### src/rtl/tal_pkg.sv
package tal_pkg;

    localparam int SAMPLE_W  = 16;
    localparam int GAIN_W    = 17;
    localparam int RUN_W     = 9;
    localparam int THR_W     = 15;
    localparam int LIMIT_W   = 8;
    localparam int CFG_W     = 17;
    localparam int CFG_IDX_W = 2;

    localparam logic [GAIN_W-1:0]  GAIN_ONE      = 17'h10000;
    localparam logic [3:0]         EXTRA_RUN     = 4'd5;

    localparam logic [THR_W-1:0]   THRESHOLD_RST = 15'd5;
    localparam logic [LIMIT_W-1:0] LIMIT_RST     = 8'd10;
    localparam logic [GAIN_W-1:0]  STEP_RST      = 17'd4588;
    localparam logic [GAIN_W-1:0]  FLOOR_RST     = 17'd655;
    localparam logic [GAIN_W-1:0]  GAIN_RST      = 17'd655;

    typedef enum logic [CFG_IDX_W-1:0] {
        REG_TREND_THRESHOLD = 2'd0,
        REG_COUNT_LIMIT     = 2'd1,
        REG_GAIN_STEP       = 2'd2,
        REG_GAIN_FLOOR      = 2'd3
    } cfg_index_t;

    typedef struct packed {
        logic [THR_W-1:0]   trend_threshold;
        logic [LIMIT_W-1:0] count_limit;
        logic [GAIN_W-1:0]  gain_step;
        logic [GAIN_W-1:0]  gain_floor;
    } cfg_t;

    typedef struct packed {
        logic signed [SAMPLE_W-1:0] sample;
    } sample_t;

    typedef struct packed {
        logic signed [SAMPLE_W-1:0] filtered;
        logic [GAIN_W-1:0]          gain_now;
    } result_t;

endpackage

### src/rtl/tal_stream_if.sv
interface tal_stream_if #(
    parameter type payload_t = logic
) ();
    logic     valid;
    logic     ready;
    payload_t data;

    modport source (output valid, output data, input ready);
    modport sink   (input valid, input data, output ready);
endinterface

### src/rtl/tal_cfg_regs.sv
module tal_cfg_regs
    import tal_pkg::*;
(
    input  logic                 clk,
    input  logic                 rst_n,
    input  logic                 cfg_we,
    input  logic [CFG_IDX_W-1:0] cfg_addr,
    input  logic [CFG_W-1:0]     cfg_wdata,
    output cfg_t                 cfg
);

    cfg_t cfg_reg;
    cfg_t cfg_next;

    always_comb
    begin
        cfg_next = cfg_reg;
        if (cfg_we)
        begin
            case (cfg_index_t'(cfg_addr))
                REG_TREND_THRESHOLD: cfg_next.trend_threshold = cfg_wdata[THR_W-1:0];
                REG_COUNT_LIMIT:     cfg_next.count_limit     = cfg_wdata[LIMIT_W-1:0];
                REG_GAIN_STEP:       cfg_next.gain_step       = cfg_wdata[GAIN_W-1:0];
                REG_GAIN_FLOOR:      cfg_next.gain_floor      = cfg_wdata[GAIN_W-1:0];
                default:             cfg_next = cfg_reg;
            endcase
        end
    end

    always_ff @(posedge clk or negedge rst_n)
    begin
        if (!rst_n)
        begin
            cfg_reg.trend_threshold <= THRESHOLD_RST;
            cfg_reg.count_limit     <= LIMIT_RST;
            cfg_reg.gain_step       <= STEP_RST;
            cfg_reg.gain_floor      <= FLOOR_RST;
        end
        else
        begin
            cfg_reg <= cfg_next;
        end
    end

    assign cfg = cfg_reg;

endmodule

### src/rtl/tal_core.sv
module tal_core
    import tal_pkg::*;
(
    input  logic    clk,
    input  logic    rst_n,
    input  logic    step,
    input  sample_t in_item,
    input  cfg_t    cfg,
    output result_t result
);

    logic signed [SAMPLE_W-1:0] fv_reg;
    logic signed [SAMPLE_W-1:0] fv_next;
    logic [GAIN_W-1:0]          gain_reg;
    logic [GAIN_W-1:0]          gain_next;
    logic [RUN_W-1:0]           run_reg;
    logic [RUN_W-1:0]           run_next;
    logic                       rising_reg;
    logic                       rising_next;

    logic signed [SAMPLE_W-1:0] base;
    logic signed [SAMPLE_W:0]   diff;
    logic [SAMPLE_W:0]          mag;
    logic                       big_step;
    logic [RUN_W:0]             run_sum;
    logic [RUN_W-1:0]           run_inc;
    logic [GAIN_W:0]            gain_up;
    logic signed [GAIN_W+1:0]   gain_dn;
    logic signed [GAIN_W+1:0]   gain_fl;
    logic signed [GAIN_W+SAMPLE_W+1:0] prod;

    always_comb
    begin
        // a stored value of exactly zero is reloaded from the sample
        base = (fv_reg == '0) ? in_item.sample : fv_reg;
        diff = {in_item.sample[SAMPLE_W-1], in_item.sample} - {base[SAMPLE_W-1], base};

        if (diff[SAMPLE_W])
            rising_next = 1'b0;
        else if (diff != '0)
            rising_next = 1'b1;
        else
            rising_next = rising_reg;

        mag      = diff[SAMPLE_W] ? (SAMPLE_W+1)'(-diff) : diff;
        big_step = mag > {2'b00, cfg.trend_threshold};
        run_sum  = {1'b0, run_reg} + (RUN_W+1)'(1)
                   + (big_step ? (RUN_W+1)'(EXTRA_RUN) : '0);
        run_inc  = run_sum[RUN_W-1:0];

        gain_up = {1'b0, gain_reg} + {1'b0, cfg.gain_step};
        gain_dn = $signed({2'b00, gain_reg}) - $signed({2'b00, cfg.gain_step});
        gain_fl = (gain_dn < $signed({2'b00, cfg.gain_floor}))
                  ? $signed({2'b00, cfg.gain_floor}) : gain_dn;

        if (rising_next == rising_reg)
        begin
            if (run_inc > {1'b0, cfg.count_limit})
            begin
                gain_next = (gain_up > {1'b0, GAIN_ONE}) ? GAIN_ONE : gain_up[GAIN_W-1:0];
                run_next  = '0;
            end
            else
            begin
                gain_next = gain_reg;
                run_next  = run_inc;
            end
        end
        else
        begin
            run_next  = '0;
            gain_next = (gain_fl > $signed({2'b00, GAIN_ONE}))
                        ? GAIN_ONE : gain_fl[GAIN_W-1:0];
        end

        // floor(gain * diff / 2^16); only the low 16 bits of the quotient matter
        prod    = (GAIN_W+SAMPLE_W+2)'($signed({1'b0, gain_next}))
                  * (GAIN_W+SAMPLE_W+2)'(diff);
        fv_next = base + prod[SAMPLE_W+15:16];

        result.filtered = fv_next;
        result.gain_now = gain_next;
    end

    always_ff @(posedge clk or negedge rst_n)
    begin
        if (!rst_n)
        begin
            fv_reg     <= '0;
            gain_reg   <= GAIN_RST;
            run_reg    <= '0;
            rising_reg <= 1'b0;
        end
        else if (step)
        begin
            fv_reg     <= fv_next;
            gain_reg   <= gain_next;
            run_reg    <= run_next;
            rising_reg <= rising_next;
        end
    end

    a_gain_capped: assert property (@(posedge clk) disable iff (!rst_n)
        gain_reg <= GAIN_ONE)
        else $error("gain above 1.0");

    a_turn_clears_run: assert property (@(posedge clk) disable iff (!rst_n)
        step && (rising_next != rising_reg) |=> run_reg == '0)
        else $error("run count not cleared on direction change");

    a_state_holds: assert property (@(posedge clk) disable iff (!rst_n)
        !step |=> $stable(gain_reg) && $stable(fv_reg) && $stable(run_reg))
        else $error("filter state changed without a request");

endmodule

### src/rtl/trend_adaptive_lowpass_filter.sv
// Channel   Dir  Payload                              Handshake
// samples   in   sample  (s16 Q8.8)                   valid/ready
// results   out  filtered (s16 Q8.8), gain_now (Q1.16) valid/ready
// cfg       in   cfg_addr 2b, cfg_wdata 17b           cfg_we, no back-pressure
//
// One request per cycle unless results stall; each sample is registered, then its result.
// The rate is set by the state feedback: gain update, one 18x17 multiply and the add
// are combinational between the input register and the result register.
// Reset (rst_n low, async) clears valid flags and filter state and loads register defaults.
// A stalled result holds the result register; the input register still takes one request.

module trend_adaptive_lowpass_filter
    import tal_pkg::*;
(
    input  logic                 clk,
    input  logic                 rst_n,
    tal_stream_if.sink           samples,
    tal_stream_if.source         results,
    input  logic                 cfg_we,
    input  logic [CFG_IDX_W-1:0] cfg_addr,
    input  logic [CFG_W-1:0]     cfg_wdata
);

    cfg_t    cfg;
    result_t core_result;

    logic    in_valid_reg;
    logic    in_valid_next;
    sample_t in_item_reg;
    logic    out_valid_reg;
    logic    out_valid_next;
    result_t out_item_reg;

    logic    advance;
    logic    fire;

    tal_cfg_regs u_cfg_regs (
        .clk       (clk),
        .rst_n     (rst_n),
        .cfg_we    (cfg_we),
        .cfg_addr  (cfg_addr),
        .cfg_wdata (cfg_wdata),
        .cfg       (cfg)
    );

    tal_core u_core (
        .clk     (clk),
        .rst_n   (rst_n),
        .step    (fire),
        .in_item (in_item_reg),
        .cfg     (cfg),
        .result  (core_result)
    );

    assign advance       = !out_valid_reg || results.ready;
    assign fire          = in_valid_reg && advance;
    assign samples.ready = !in_valid_reg || advance;

    always_comb
    begin
        in_valid_next  = samples.ready ? samples.valid : in_valid_reg;
        out_valid_next = advance ? in_valid_reg : out_valid_reg;
    end

    always_ff @(posedge clk or negedge rst_n)
    begin
        if (!rst_n)
        begin
            in_valid_reg  <= 1'b0;
            out_valid_reg <= 1'b0;
        end
        else
        begin
            in_valid_reg  <= in_valid_next;
            out_valid_reg <= out_valid_next;
        end
    end

    always_ff @(posedge clk)
    begin
        if (samples.valid && samples.ready)
            in_item_reg <= samples.data;
        if (fire)
            out_item_reg <= core_result;
    end

    assign results.valid = out_valid_reg;
    assign results.data  = out_item_reg;

endmodule

### src/flat_wrapper.sv
// flat-port wrapper written by rule: the top's interface ports become plain ports
module trend_adaptive_lowpass_filter_flat import tal_pkg::*;
  (clk, rst_n, cfg_we, cfg_addr, cfg_wdata, samples_valid, samples_data, samples_ready, results_valid, results_data, results_ready);
  tal_stream_if #(.payload_t(sample_t)) samples_i ();
  tal_stream_if #(.payload_t(result_t)) results_i ();
  input  logic clk;
  input  logic rst_n;
  input  logic cfg_we;
  input  logic [CFG_IDX_W-1:0] cfg_addr;
  input  logic [CFG_W-1:0] cfg_wdata;
  input wire logic [$bits(samples_i.valid)-1:0] samples_valid;
  input wire logic [$bits(samples_i.data)-1:0] samples_data;
  output wire logic [$bits(samples_i.ready)-1:0] samples_ready;
  output wire logic [$bits(results_i.valid)-1:0] results_valid;
  output wire logic [$bits(results_i.data)-1:0] results_data;
  input wire logic [$bits(results_i.ready)-1:0] results_ready;
  assign samples_i.valid = samples_valid;
  assign samples_i.data = samples_data;
  assign samples_ready = samples_i.ready;
  assign results_valid = results_i.valid;
  assign results_data = results_i.data;
  assign results_i.ready = results_ready;
  trend_adaptive_lowpass_filter u_core (.clk(clk), .rst_n(rst_n), .samples(samples_i), .results(results_i), .cfg_we(cfg_we), .cfg_addr(cfg_addr), .cfg_wdata(cfg_wdata));
endmodule
### config.mk
export PLATFORM = sky130hd
export DESIGN_NAME = trend_adaptive_lowpass_filter_flat
export DESIGN_NICKNAME = d
export VERILOG_FILES = /design/src/rtl/tal_pkg.sv /design/src/rtl/tal_stream_if.sv /design/src/rtl/tal_cfg_regs.sv /design/src/rtl/tal_core.sv /design/src/rtl/trend_adaptive_lowpass_filter.sv /design/src/flat_wrapper.sv
export SDC_FILE = /design/constraint.sdc
export NUM_CORES = 1
export LEC_CHECK = 0
export CAP_MARGIN = 20
export CORE_MARGIN = 5
export CORE_UTILIZATION = 38
export CTS_CLUSTER_SIZE = 30
export DETAILED_ROUTE_END_ITERATION = 10
export DONT_BUFFER_PORTS = 1
export GPL_TIMING_DRIVEN = 1
export PLACE_DENSITY = 0.57
export SLEW_MARGIN = 10
export SYNTH_ARGS = -nofsm -noshare
export SYNTH_HDL_FRONTEND = slang
export SYNTH_SLANG_ARGS = --single-unit
export TNS_END_PERCENT = 20
### constraint.sdc
create_clock -name clk -period 39.9 [get_ports clk]
set_input_delay 1.995 -clock clk [delete_from_list [all_inputs] [get_ports clk]]
set_output_delay 1.995 -clock clk [all_outputs]
set_load 0.005 [all_outputs]
Word-level counts from Yosys, hierarchy flattened
Cells that the tools add are included.
W data, S select, Z words.
{ "word_totals": {"regBits": 151, "inputBits": 40, "out_inout_bits": 35, "word_cells": 55} }
{ "op_classes": {"addsub": 7, "multipliers": 1, "order_cmp": 5, "eq_ne": 4, "n_mux": 12, "reduce_logical": 13} }
{ "ops": {"columns": ["cell", "n"], "rows": [
  ["$mux W17", 5],
  ["$mul A18 B17 Y32", 1],
  ["$gt A19 B18 Y1 const B", 1],
  ["$mux W19", 1],
  ["$add A17 B17 Y18", 1],
  ["$gt A18 B17 Y1 const B", 1],
  ["$lt A18 B18 Y1", 1],
  ["$mux W9", 2],
  ["$sub A17 B17 Y18", 1],
  ["$gt A17 B15 Y1", 1],
  ["$neg A17 Y17", 1],
  ["$reduce_bool A17 Y1", 1],
  ["$sub A16 B16 Y17", 1],
  ["$add A16 B16 Y16", 1],
  ["$logic_not A16 Y1", 1],
  ["$mux W16", 1],
  ["$add A9 B1 Y9 const B", 1],
  ["$add A9 B3 Y9", 1],
  ["$gt A9 B8 Y1", 1],
  ["$reduce_and A2 Y1", 4],
  ["$eq A2 B2 Y1 const B", 2],
  ["$mux W3", 1],
  ["$eq A2 B1 Y1 const B", 1],
  ["$logic_and A1 B1 Y1", 2],
  ["other kinds (5)", 8]
]} }

Depth between registers and ports, before layout
Gate-level depths: netlist (run 1).
{ "logic_depth": {"word_depth": 13, "ltp_mapped": 90} }

By module
From an unflattened synthesis (run 1), not the netlist that was laid out.
{ "hier_totals": {"cells_unflattened": 2397, "hier_area_um2": 21080.2} }
{ "by_module_without_submodules": {"columns": ["module", "instances", "cells_per_inst", "area_each_um2", "seq_area_each_um2"], "rows": [
  ["tal_core", 1, 2219, 17344.1, 1083.5],
  ["tal_cfg_regs", 1, 121, 2160.8, 1447.6],
  ["trend_adaptive_lowpass_filter", 1, 57, 1575.3, 1521.5]
]} }

Worst setup path after synthesis (run 1)
OpenSTA, ideal clock, no wires.
{ "synth_timing": {"kind": "register to register", "from": "register u_core.u_core.fv_reg[3]", "to": "register u_core.u_core.fv_reg[15]", "arrival_ns": 16.682, "required_time_ns": 39.775, "path_slack_ns": 23.093, "stages_incl_launch_ff": 87, "cell_sequence": "dfrtp_1 > nor4_4 > and4_1 > buf_4 > buf_2 > buf_1 > a21oi_1 > ha_1 > clkbuf_1 > a21o_1 > a211oi_1 > nand3_1 > or3_1 > and3_1 > clkbuf_1 > inv_2 > clkbuf_1 > clkbuf_1 > [51 not listed] > nor2_1 > o21a_1 > o21a_1 > o21a_1 > o21a_1 > nor2_1 > xnor2_1 > ha_1 > a21oi_1 > o21ai_0 > a21oi_1 > nor2b_1 > o21ai_0 > nand2b_1 > a21oi_1 > o31a_1 > xnor2_1 > mux2_2"} }
{ "synth_lines": {"columns": ["element", "line", "rtl"], "rows": [
  ["from (decl)", "tal_core.sv:12", "logic signed [SAMPLE_W-1:0] fv_reg;"],
  ["from (signal assigned)", "tal_core.sv:96", "fv_reg <= fv_next;"]
]} }

==> results of run 1 <==
-- critical path: cells and delay by family, from the launching register on --
| family | cells | cell delay, ps |
|---|---|---|
| and+or+nand+nor | 26 | 5040 |
| adders and majority gates | 12 | 5220 |
| muxes | 1 | 260 |
| xor gates and xnor gates | 3 | 390 |
| DFF | 1 | 400 |
| buffers and inverters | 6 | 1360 |
| AOI/OAI and AO/OA | 32 | 6380 |
-- final cells by class --
| type | instances | area share, % |
|---|---|---|
| clock buffers | 18 | 1.94 |
| clock inverters | 14 | 0.641 |
| inverters | 419 | 7.13 |
| multi-input cells | 1724 | 66.8 |
| flip-flops and latches | 151 | 18.4 |
| well taps | 696 | 3.95 |
| repair buffers | 34 | 1.16 |
-- worst min path at each step --
stage                                          from  cells past startpoint                        end
after global placement    u_core.u_core.gain_reg[9]                      2  u_core.u_core.gain_reg[9]
after floorplan                 u_core.in_valid_reg                      1       u_core.results.valid
after CTS                 u_core.u_core.gain_reg[9]                      2  u_core.u_core.gain_reg[9]
final                     u_core.u_core.gain_reg[9]                      2  u_core.u_core.gain_reg[9]
after detailed placement  u_core.u_core.gain_reg[9]                      2  u_core.u_core.gain_reg[9]
after global routing      u_core.u_core.gain_reg[9]                      2  u_core.u_core.gain_reg[9]
-- cells in the mapped netlist (all sizes together) (5+ instances only) --
library cell and instances:
or3 8, edfxtp 49, a22o 13, o211ai 12, fa 225, inv 405, dfstp 23, nand2b 24
nand2 270, nor3 36, a31oi 12, or2 11, o21a 29, a2111oi 5, nand3 39, nor4 11
clkinv 14, a21oi 101, mux2 50, and2 18, mux2i 15, nand3b 6, o22ai 7, nand4 18
a211oi 15, nor2 232, ha 210, clkbuf 71, o21ai 91, dfrtp 79, and3 7, nor2b 34
xnor2 67, xor2 23, o31ai 14, o21bai 6, a211o 5, a21o 36, buf 12
-- kinds of logic after synthesis --
kind of cell / after synthesis
fa+ha+maj: 439
mux: 65
simple gates: 737
compound gates: 393
xor+xnor: 90
flops: 151
buf+inv: 502
-- layer usage --
layer	track usage [%]	vias to the layer above	part of all wire, %
met2	35.6	527	48
li1	-	7694	-
met4	6.84	0	2.9
met3	4.18	85	6.1
met1	27.3	8159	43
met5	0	-	0
-- through the flow --
| step | setup WS, ps | cells | hold slack, ps | util, % | cell area, µm² |
|---|---|---|---|---|---|
| after floorplan | 23090 | 2377 | 457 | - | 20700 |
| after global placement | 21370 | 3024 | 483 | 39.9 | 21500 |
| after detailed placement | 20800 | 3024 | 488 | 39.9 | 21500 |
| after CTS | 20760 | 3056 | 498 | 41.0 | 22100 |
| after global routing | 19030 | 3056 | 511 | 41.0 | 22100 |
| final | 20700 | 3056 | 493 | 41.0 | 22100 |
==> out/metrics.csv, run 1 <==
metric,value,unit
outcome,finished clean,
synth-seq-cells,151,
nets,2822,
syn_area,20700,µm²
initial_utilization,38.4,%
clkLatencyLatePin,480,ps
remaining_drc_errors,0,
syn_inst,2377,
clockRootBuffer,clkbuf_16,
slowest_stage,and4_1,
critical_path_required,40260,ps
clkTransAtPathRegs,70,ps
finClkSkew,19.2,ps
ys_seq_area_share,19.6,%
cap_violations,0,
wire_per_inst,20.1,µm
mostFrequentLayoutCells,"inv_1, nand2_1, nor2_1, fa_1, ha_1",
synth_compound_area_share,12.8,%
hold_path.class,flip-flop to flip-flop,
hpwl,49200,µm
crit_end,u_core.u_core.fv_reg[15],
synth-xor-area-share,3.82,%
gr-total-overflow,0,
crit_arrival,19560,ps
synth_top_area_share,21.8,%
report.final.slew_viol_count,0,
gp_congestion,0.940,
antenna_cells,0,
dieArea,59100,µm²
crit_path_end_kind,flip-flop,
synth_mux_area_share,3.45,%
reg2regPathDepth,80,
cts_buffer_depth,2,
largest_reg_flops,57,
post_cts.repair.setup_buffers,0,
layout-drive-gt1-share,7.92,%
final_common_cell,inv_1,
clock-sinks,151,
period_minus_slack,19200,ps
finalHoldViolations,0,
path_common_cell,a21oi_1,
synthTopCellsByArea,"fa_1, ha_1, dfrtp_1",
cp-start-kind,flip-flop,
port_buffers,0,
synth_top_family_by_area,adder cells,
grt_pass1_vias,17300,
final_antenna_net_count,0,
reg2reg_setup_slack,20700,ps
critPathKind,flip-flop to flip-flop,
reg2reg_to,u_core.u_core.fv_reg[15],
cts_made_buffers,17,
drtIter0Drc,1305,
synthAdderAreaFrac,34.7,%
antenna_found_initial,0,
multi_input_area,14700,µm²
r2r_start,u_core.u_core.fv_reg[11],
grt_pass1_wl,97300,µm
die_h,243,µm
tightest_slew,1090,ps
cts_tree,done,
synth-simple-area-share,16.4,%
synthArstFlopShare,67.5,%
relSlewSlack,26.8,%
drt-total-wl,61600,µm
syn-num-nets,2852,
rsz0062_at_grt,no,
rows,85,
synth_area_leader_cell,fa_1,
ioPinCount,75,
max_freq,52.1,MHz
core,53800,µm²
post-route-period-util,48.1,%
area_delta_synth_final,6.82,%
fin_setup_tns,0,ps
die_w,243,µm
vias,16500,
ys_warn_count,0,
synth_edf_count,49,
vias_per_cell,5.39,
worst-path-max-fanout,26,
drt_pass1_iterations,6,
synthDistinctLibCells,93,
setup_viol,0,
htreeDepth,4,
cp-startpoint,u_core.u_core.fv_reg[11],
max_stage_delay,890,ps
ys.flop_type,dfrtp_1,
ctsResizeCount,0,
n_fill_cell,5320,
syn_area_per_cell,8.69,µm²
cts-hold-fix-buffers,0,
track_usage,21.1,%
grt_start_max_net_pins,103,
register_area,4050,µm²
Power of run 1 is left out: the tool's default activity adds up to more than one toggle a clock period on the data nets, which glitch-free logic cannot reach.
==> run 2: changes to the inputs <==
--- a/config.mk
+++ b/config.mk
@@ -12,7 +12,7 @@
 export DETAILED_ROUTE_END_ITERATION = 10
 export DONT_BUFFER_PORTS = 1
 export GPL_TIMING_DRIVEN = 1
-export PLACE_DENSITY = 0.57
+export PLACE_DENSITY = 0.59
 export SLEW_MARGIN = 10
 export SYNTH_ARGS = -nofsm -noshare
 export SYNTH_HDL_FRONTEND = slang
==> constraint.sdc (replaced) <==
create_clock -name clk -period 15.4 [get_ports clk]
set_input_delay 0.77 -clock clk [delete_from_list [all_inputs] [get_ports clk]]
set_output_delay 0.77 -clock clk [all_outputs]
set_load 0.005 [all_outputs]
==> out/metrics.csv, run 2 (synthesis results as in run 1) <==
metric,value,unit,change
tightest_slew,1070,ps,-19.8 ps
cp-start-kind,flip-flop,,
rsz0062_at_grt,yes,,
cts_buffer_depth,2,,unchanged
n_fill_cell,5248,,-1.4%
finalHoldViolations,0,,unchanged
clockRootBuffer,clkbuf_16,,
cts_made_buffers,17,,unchanged
port_buffers,0,,unchanged
cap_violations,0,,unchanged
grt_start_max_net_pins,80,,-22%
multi_input_area,15400,µm²,+4.7%
hold_path.class,primary input to asynchronous set/reset pin,,
critPathKind,flip-flop to flip-flop,,
crit_arrival,15270,ps,-4290 ps
cts_tree,done,,
largest_reg_flops,57,,unchanged
hpwl,53700,µm,+9.2%
ioPinCount,75,,unchanged
finClkSkew,15.6,ps,-3.59 ps
antenna_found_initial,2,,+2
drt_pass1_iterations,6,,unchanged
clkLatencyLatePin,480,ps,about the same
max_stage_delay,530,ps,-360 ps
final_common_cell,inv_1,,
path_common_cell,a21oi_2,,
post-route-period-util,97.6,%,+49 points
grt_pass1_vias,18300,,+5.6%
nets,3030,,+7.4%
dieArea,59100,µm²,unchanged
clkTransAtPathRegs,70,ps,about the same
layout-drive-gt1-share,20.6,%,+13 points
htreeDepth,4,,unchanged
relSlewSlack,28.1,%,+1.2 points
initial_utilization,38.4,%,unchanged
final_antenna_net_count,0,,unchanged
max_freq,66.5,MHz,+28%
grt_pass1_wl,104000,µm,+6.6%
drt-total-wl,66400,µm,+7.9%
wire_per_inst,20.3,µm,+0.97%
area_delta_synth_final,18.8,%,
gr-total-overflow,0,,unchanged
gp_congestion,0.952,,+1.3%
clock-sinks,151,,unchanged
register_area,4050,µm²,about the same
crit_path_end_kind,flip-flop,,
core,53800,µm²,unchanged
rows,85,,unchanged
setup_viol,0,,unchanged
placed_cell_area,22700,µm²,+5.7%
period_minus_slack,15030,ps,-4170 ps
die_h,243,µm,unchanged
slowest_stage,fa_1,,
worst-path-max-fanout,6,,-77%
mostFrequentLayoutCells,"inv_1, nand2_1, nor2_1, fa_1, buf_4",,
outcome,finished clean,,
critical_path_required,15640,ps,-24620 ps
vias_per_cell,5.33,,-1.2%
remaining_drc_errors,0,,unchanged
track_usage,22.6,%,+1.5 points
vias,17400,,+5.6%
stdcell_area,24500,µm²,+11%
die_w,243,µm,unchanged
report.final.slew_viol_count,0,,unchanged
drtIter0Drc,1237,,-5.2%
[run 2: changes by cell type in the layout (fill, tap and decap cells not counted), sizes merged]
cell	delta
diode	+1
clkinv	-8
bufinv	-1
a21oi	+1
clkbuf	+2
clkinvlp	+2
inv	+7
buf	+205
[run 2: timing repair]
action                     CTS  global route
hold buffers                 1             0
buffers inserted            15            43
hold endpoints to repair    79             0
gates resized for setup     41           144
setup endpoints to repair   14            26
pin swaps                   27           116
cloned                       1             2
[run 2: metal layers]
metal,global-route usage [%],share of wire [%],up-vias
met2,36.8,47,522
met1,30.1,44,8607
met4,8.26,3.8,2
met5,0,0.011,-
met3,4.37,5.8,128
li1,-,-,8129
[run 2: area by class of cell]
type / count / share of cell area (%)
Antenna cell: 1 / 0.0102
Clock buffer: 18 / 1.79
Clock inverter: 14 / 0.505
Inverter: 419 / 6.52
Multi-Input combinational cell: 1725 / 62.9
Sequential cell: 151 / 16.5
Tap cell: 696 / 3.55
Timing Repair Buffer: 241 / 8.19
[run 2: stage by stage]
| stage | std cells | setup TNS (ps) | worst slack, ps | hold slack, ps | utilization, % |
|---|---|---|---|---|---|
| floorplan | 2377 | 0 | 14.7 | 457 | - |
| detailed placement | 3170 | -3390 | -494 | 479 | 42.2 |
| finish | 3265 | 0 | 370 | 136 | 45.6 |
| global route | 3264 | -1520 | -307 | 104 | 45.6 |
| CTS | 3219 | 0 | 56.2 | 96.4 | 43.8 |
| global placement | 3170 | -1270 | -315 | 479 | 42.2 |
[run 2: final timing paths]
kind / to / start / slack [ps] / cells past startpoint
worst min register to register: u_core.u_core.gain_reg[9] / u_core.u_core.gain_reg[9] / 510 / 2
max in group asynchronous: u_core.u_core.fv_reg[14] / rst_n / 14790 / 1
min in group clk: u_core.in_item_reg[1] / samples_data[1] / 380 / 0
worst max-delay path: u_core.results.data[30] / u_core.u_core.fv_reg[11] / 370 / 79
worst min-delay path: u_core.u_core.gain_reg[3] / rst_n / 140 / 0
worst max register to register: u_core.results.data[30] / u_core.u_core.fv_reg[11] / 370 / 79
[run 2: worst max-delay path, delay by kind of cell, from the launching register on]
| kind | cells | cell delay (ps) |
|---|---|---|
| buf+inv | 11 | 1120 |
| fa+ha+maj | 12 | 4690 |
| simple gates | 22 | 3110 |
| compound gates | 30 | 4890 |
| xor+xnor | 4 | 580 |
| flops | 1 | 400 |
Power of run 2 is left out for the same reason.
==> run 3: changes to the inputs <==
--- a/config.mk
+++ b/config.mk
@@ -11,7 +11,6 @@
 export CTS_CLUSTER_SIZE = 30
 export DETAILED_ROUTE_END_ITERATION = 10
 export DONT_BUFFER_PORTS = 1
-export GPL_TIMING_DRIVEN = 1
 export PLACE_DENSITY = 0.59
 export SLEW_MARGIN = 10
 export SYNTH_ARGS = -nofsm -noshare
==> constraint.sdc (replaced) <==
create_clock -name clk -period 12.5 [get_ports clk]
set_input_delay 0.625 -clock clk [delete_from_list [all_inputs] [get_ports clk]]
set_output_delay 0.625 -clock clk [all_outputs]
set_load 0.005 [all_outputs]
==> out/metrics.csv, run 3 (synthesis results as in run 1) <==
metric,value,unit,change
relSlewSlack,40.2,%,+12 points
whs,84.1,ps,-51.8 ps
die_h,243,µm,unchanged
reg2regPathDepth,84,,+6.3%
period_minus_slack,15040,ps,+10.2 ps
clock-sinks,151,,unchanged
remaining_drc_errors,0,,unchanged
rsz0062_at_grt,yes,,
core,53800,µm²,unchanged
r2r_start,u_core.u_core.fv_reg[7],,
final_common_cell,buf_4,,
setup_viol,32,,+32
cap_violations,0,,unchanged
report.final.slew_viol_count,0,,unchanged
tightest_slew,894,ps,-180 ps
area_delta_synth_final,32.3,%,
cts_tree,done,,
cpLargestDelayFamily,compound AO/OA/AOI/OAI gates,,
max_stage_delay,540,ps,about the same
slowest_stage,fa_1,,
pre_cts_ws,-3000,ps,-2510 ps
failed_checks,setup timing,,
hold_path.class,primary input to asynchronous set/reset pin,,
crit_arrival,15400,ps,+130 ps
drt_pass1_iterations,5,,-1
gr-total-overflow,0,,unchanged
grt_pass1_vias,20000,,+9.6%
clkTransAtPathRegs,70,ps,about the same
outcome,"complete, but fails checks",,
die_w,243,µm,unchanged
crit_path_end_kind,flip-flop,,
grt_pass1_wl,109000,µm,+5.1%
placed_cells,3492,,+10%
finish.utilization,50.8,%,+5.2 points
layout-drive-gt1-share,31.0,%,+10 points
vias_per_cell,5.20,,-2.3%
hpwl,55800,µm,+4.0%
dieArea,59100,µm²,unchanged
critPathKind,flip-flop to flip-flop,,
final_cells,3587,,+9.9%
reg2reg_setup_slack,-2540,ps,-2910 ps
track_usage,23.3,%,+0.75 points
vias,18700,,+7.3%
reg2reg_to,u_core.u_core.fv_reg[15],,
worst-path-max-fanout,5,,-1
grt_start_max_net_pins,103,,+29%
initial_utilization,38.4,%,unchanged
final_antenna_net_count,0,,unchanged
finalHoldViolations,0,,unchanged
cp-start-kind,flip-flop,,
drt-total-wl,68700,µm,+3.4%
fin_ws,-2540,ps,-2910 ps
cts_buffer_depth,2,,unchanged
gp_congestion,0.932,,-2.0%
cts_made_buffers,17,,unchanged
ioPinCount,75,,unchanged
port_buffers,0,,unchanged
max_freq,66.5,MHz,about the same
post-route-period-util,120,%,+23 points
clkLatencyLatePin,480,ps,about the same
critical_path_required,12860,ps,-2780 ps
wire_per_inst,19.1,µm,-5.9%
antenna_found_initial,1,,-1
rows,85,,unchanged
antenna_cells,0,,-1
largest_reg_flops,57,,unchanged
drtIter0Drc,1180,,-4.6%
mostFrequentLayoutCells,"buf_4, inv_1, nand2_1, fa_1, nor2_1",,
nets,3353,,+11%
worst-path-buf-inv,9,,-2
htreeDepth,4,,unchanged
clockRootBuffer,clkbuf_16,,
finClkSkew,18.2,ps,+2.60 ps
-- run 3: worst max-delay path by stage --
stage | start | end | slack [ps] | depth (start not counted)
2_1_floorplan | u_core.u_core.fv_reg[2] | u_core.u_core.fv_reg[15] | -2240 | 88
3_3_place_gp | u_core.u_core.fv_reg[11] | u_core.u_core.fv_reg[15] | -2800 | 82
3_5_place_dp | u_core.u_core.fv_reg[7] | u_core.u_core.fv_reg[15] | -3000 | 80
4_1_cts | u_core.u_core.fv_reg[1] | u_core.u_core.fv_reg[15] | -2320 | 84
5_1_grt | u_core.u_core.fv_reg[7] | u_core.u_core.fv_reg[15] | -3240 | 84
6_report | u_core.u_core.fv_reg[7] | u_core.u_core.fv_reg[15] | -2540 | 84
-- run 3: metrics by stage --
stage | cell area, µm² | TNS [ps]
detailed placement | 25400 | -80660
global placement | 25400 | -75460
CTS | 26900 | -56130
finish | 27300 | -60730
floorplan | 21200 | -49100
global route | 27300 | -80880
-- run 3: layout make-up --
cell class	instances	area, µm²
sequential	151	4050
clock inverter	13	135
fill	4984	26500
inverter	419	1610
timing repair buffer	565	4480
clock buffer	19	464
multi-input combinational	1724	15700
tap	696	871
-- run 3: what timing repair did --
item                                    4_1_cts  5_1_grt
gates resized for setup                     121       59
hold endpoints to repair                    102        0
cloned                                        1        0
hold buffers                                  1        0
endpoints found under the setup margin       32       32
pin swaps                                    96       59
buffers inserted                             40       20
-- run 3: metal layers --
metal | GRT usage, % | share of wire [%] | up-vias
li1 | - | - | 8777
met1 | 29.8 | 43 | 9181
met2 | 39.9 | 49 | 558
met3 | 3.81 | 5.1 | 143
met4 | 8.78 | 3.6 | 0
met5 | 0 | 0 | -
Power of run 3 is left out for the same reason.
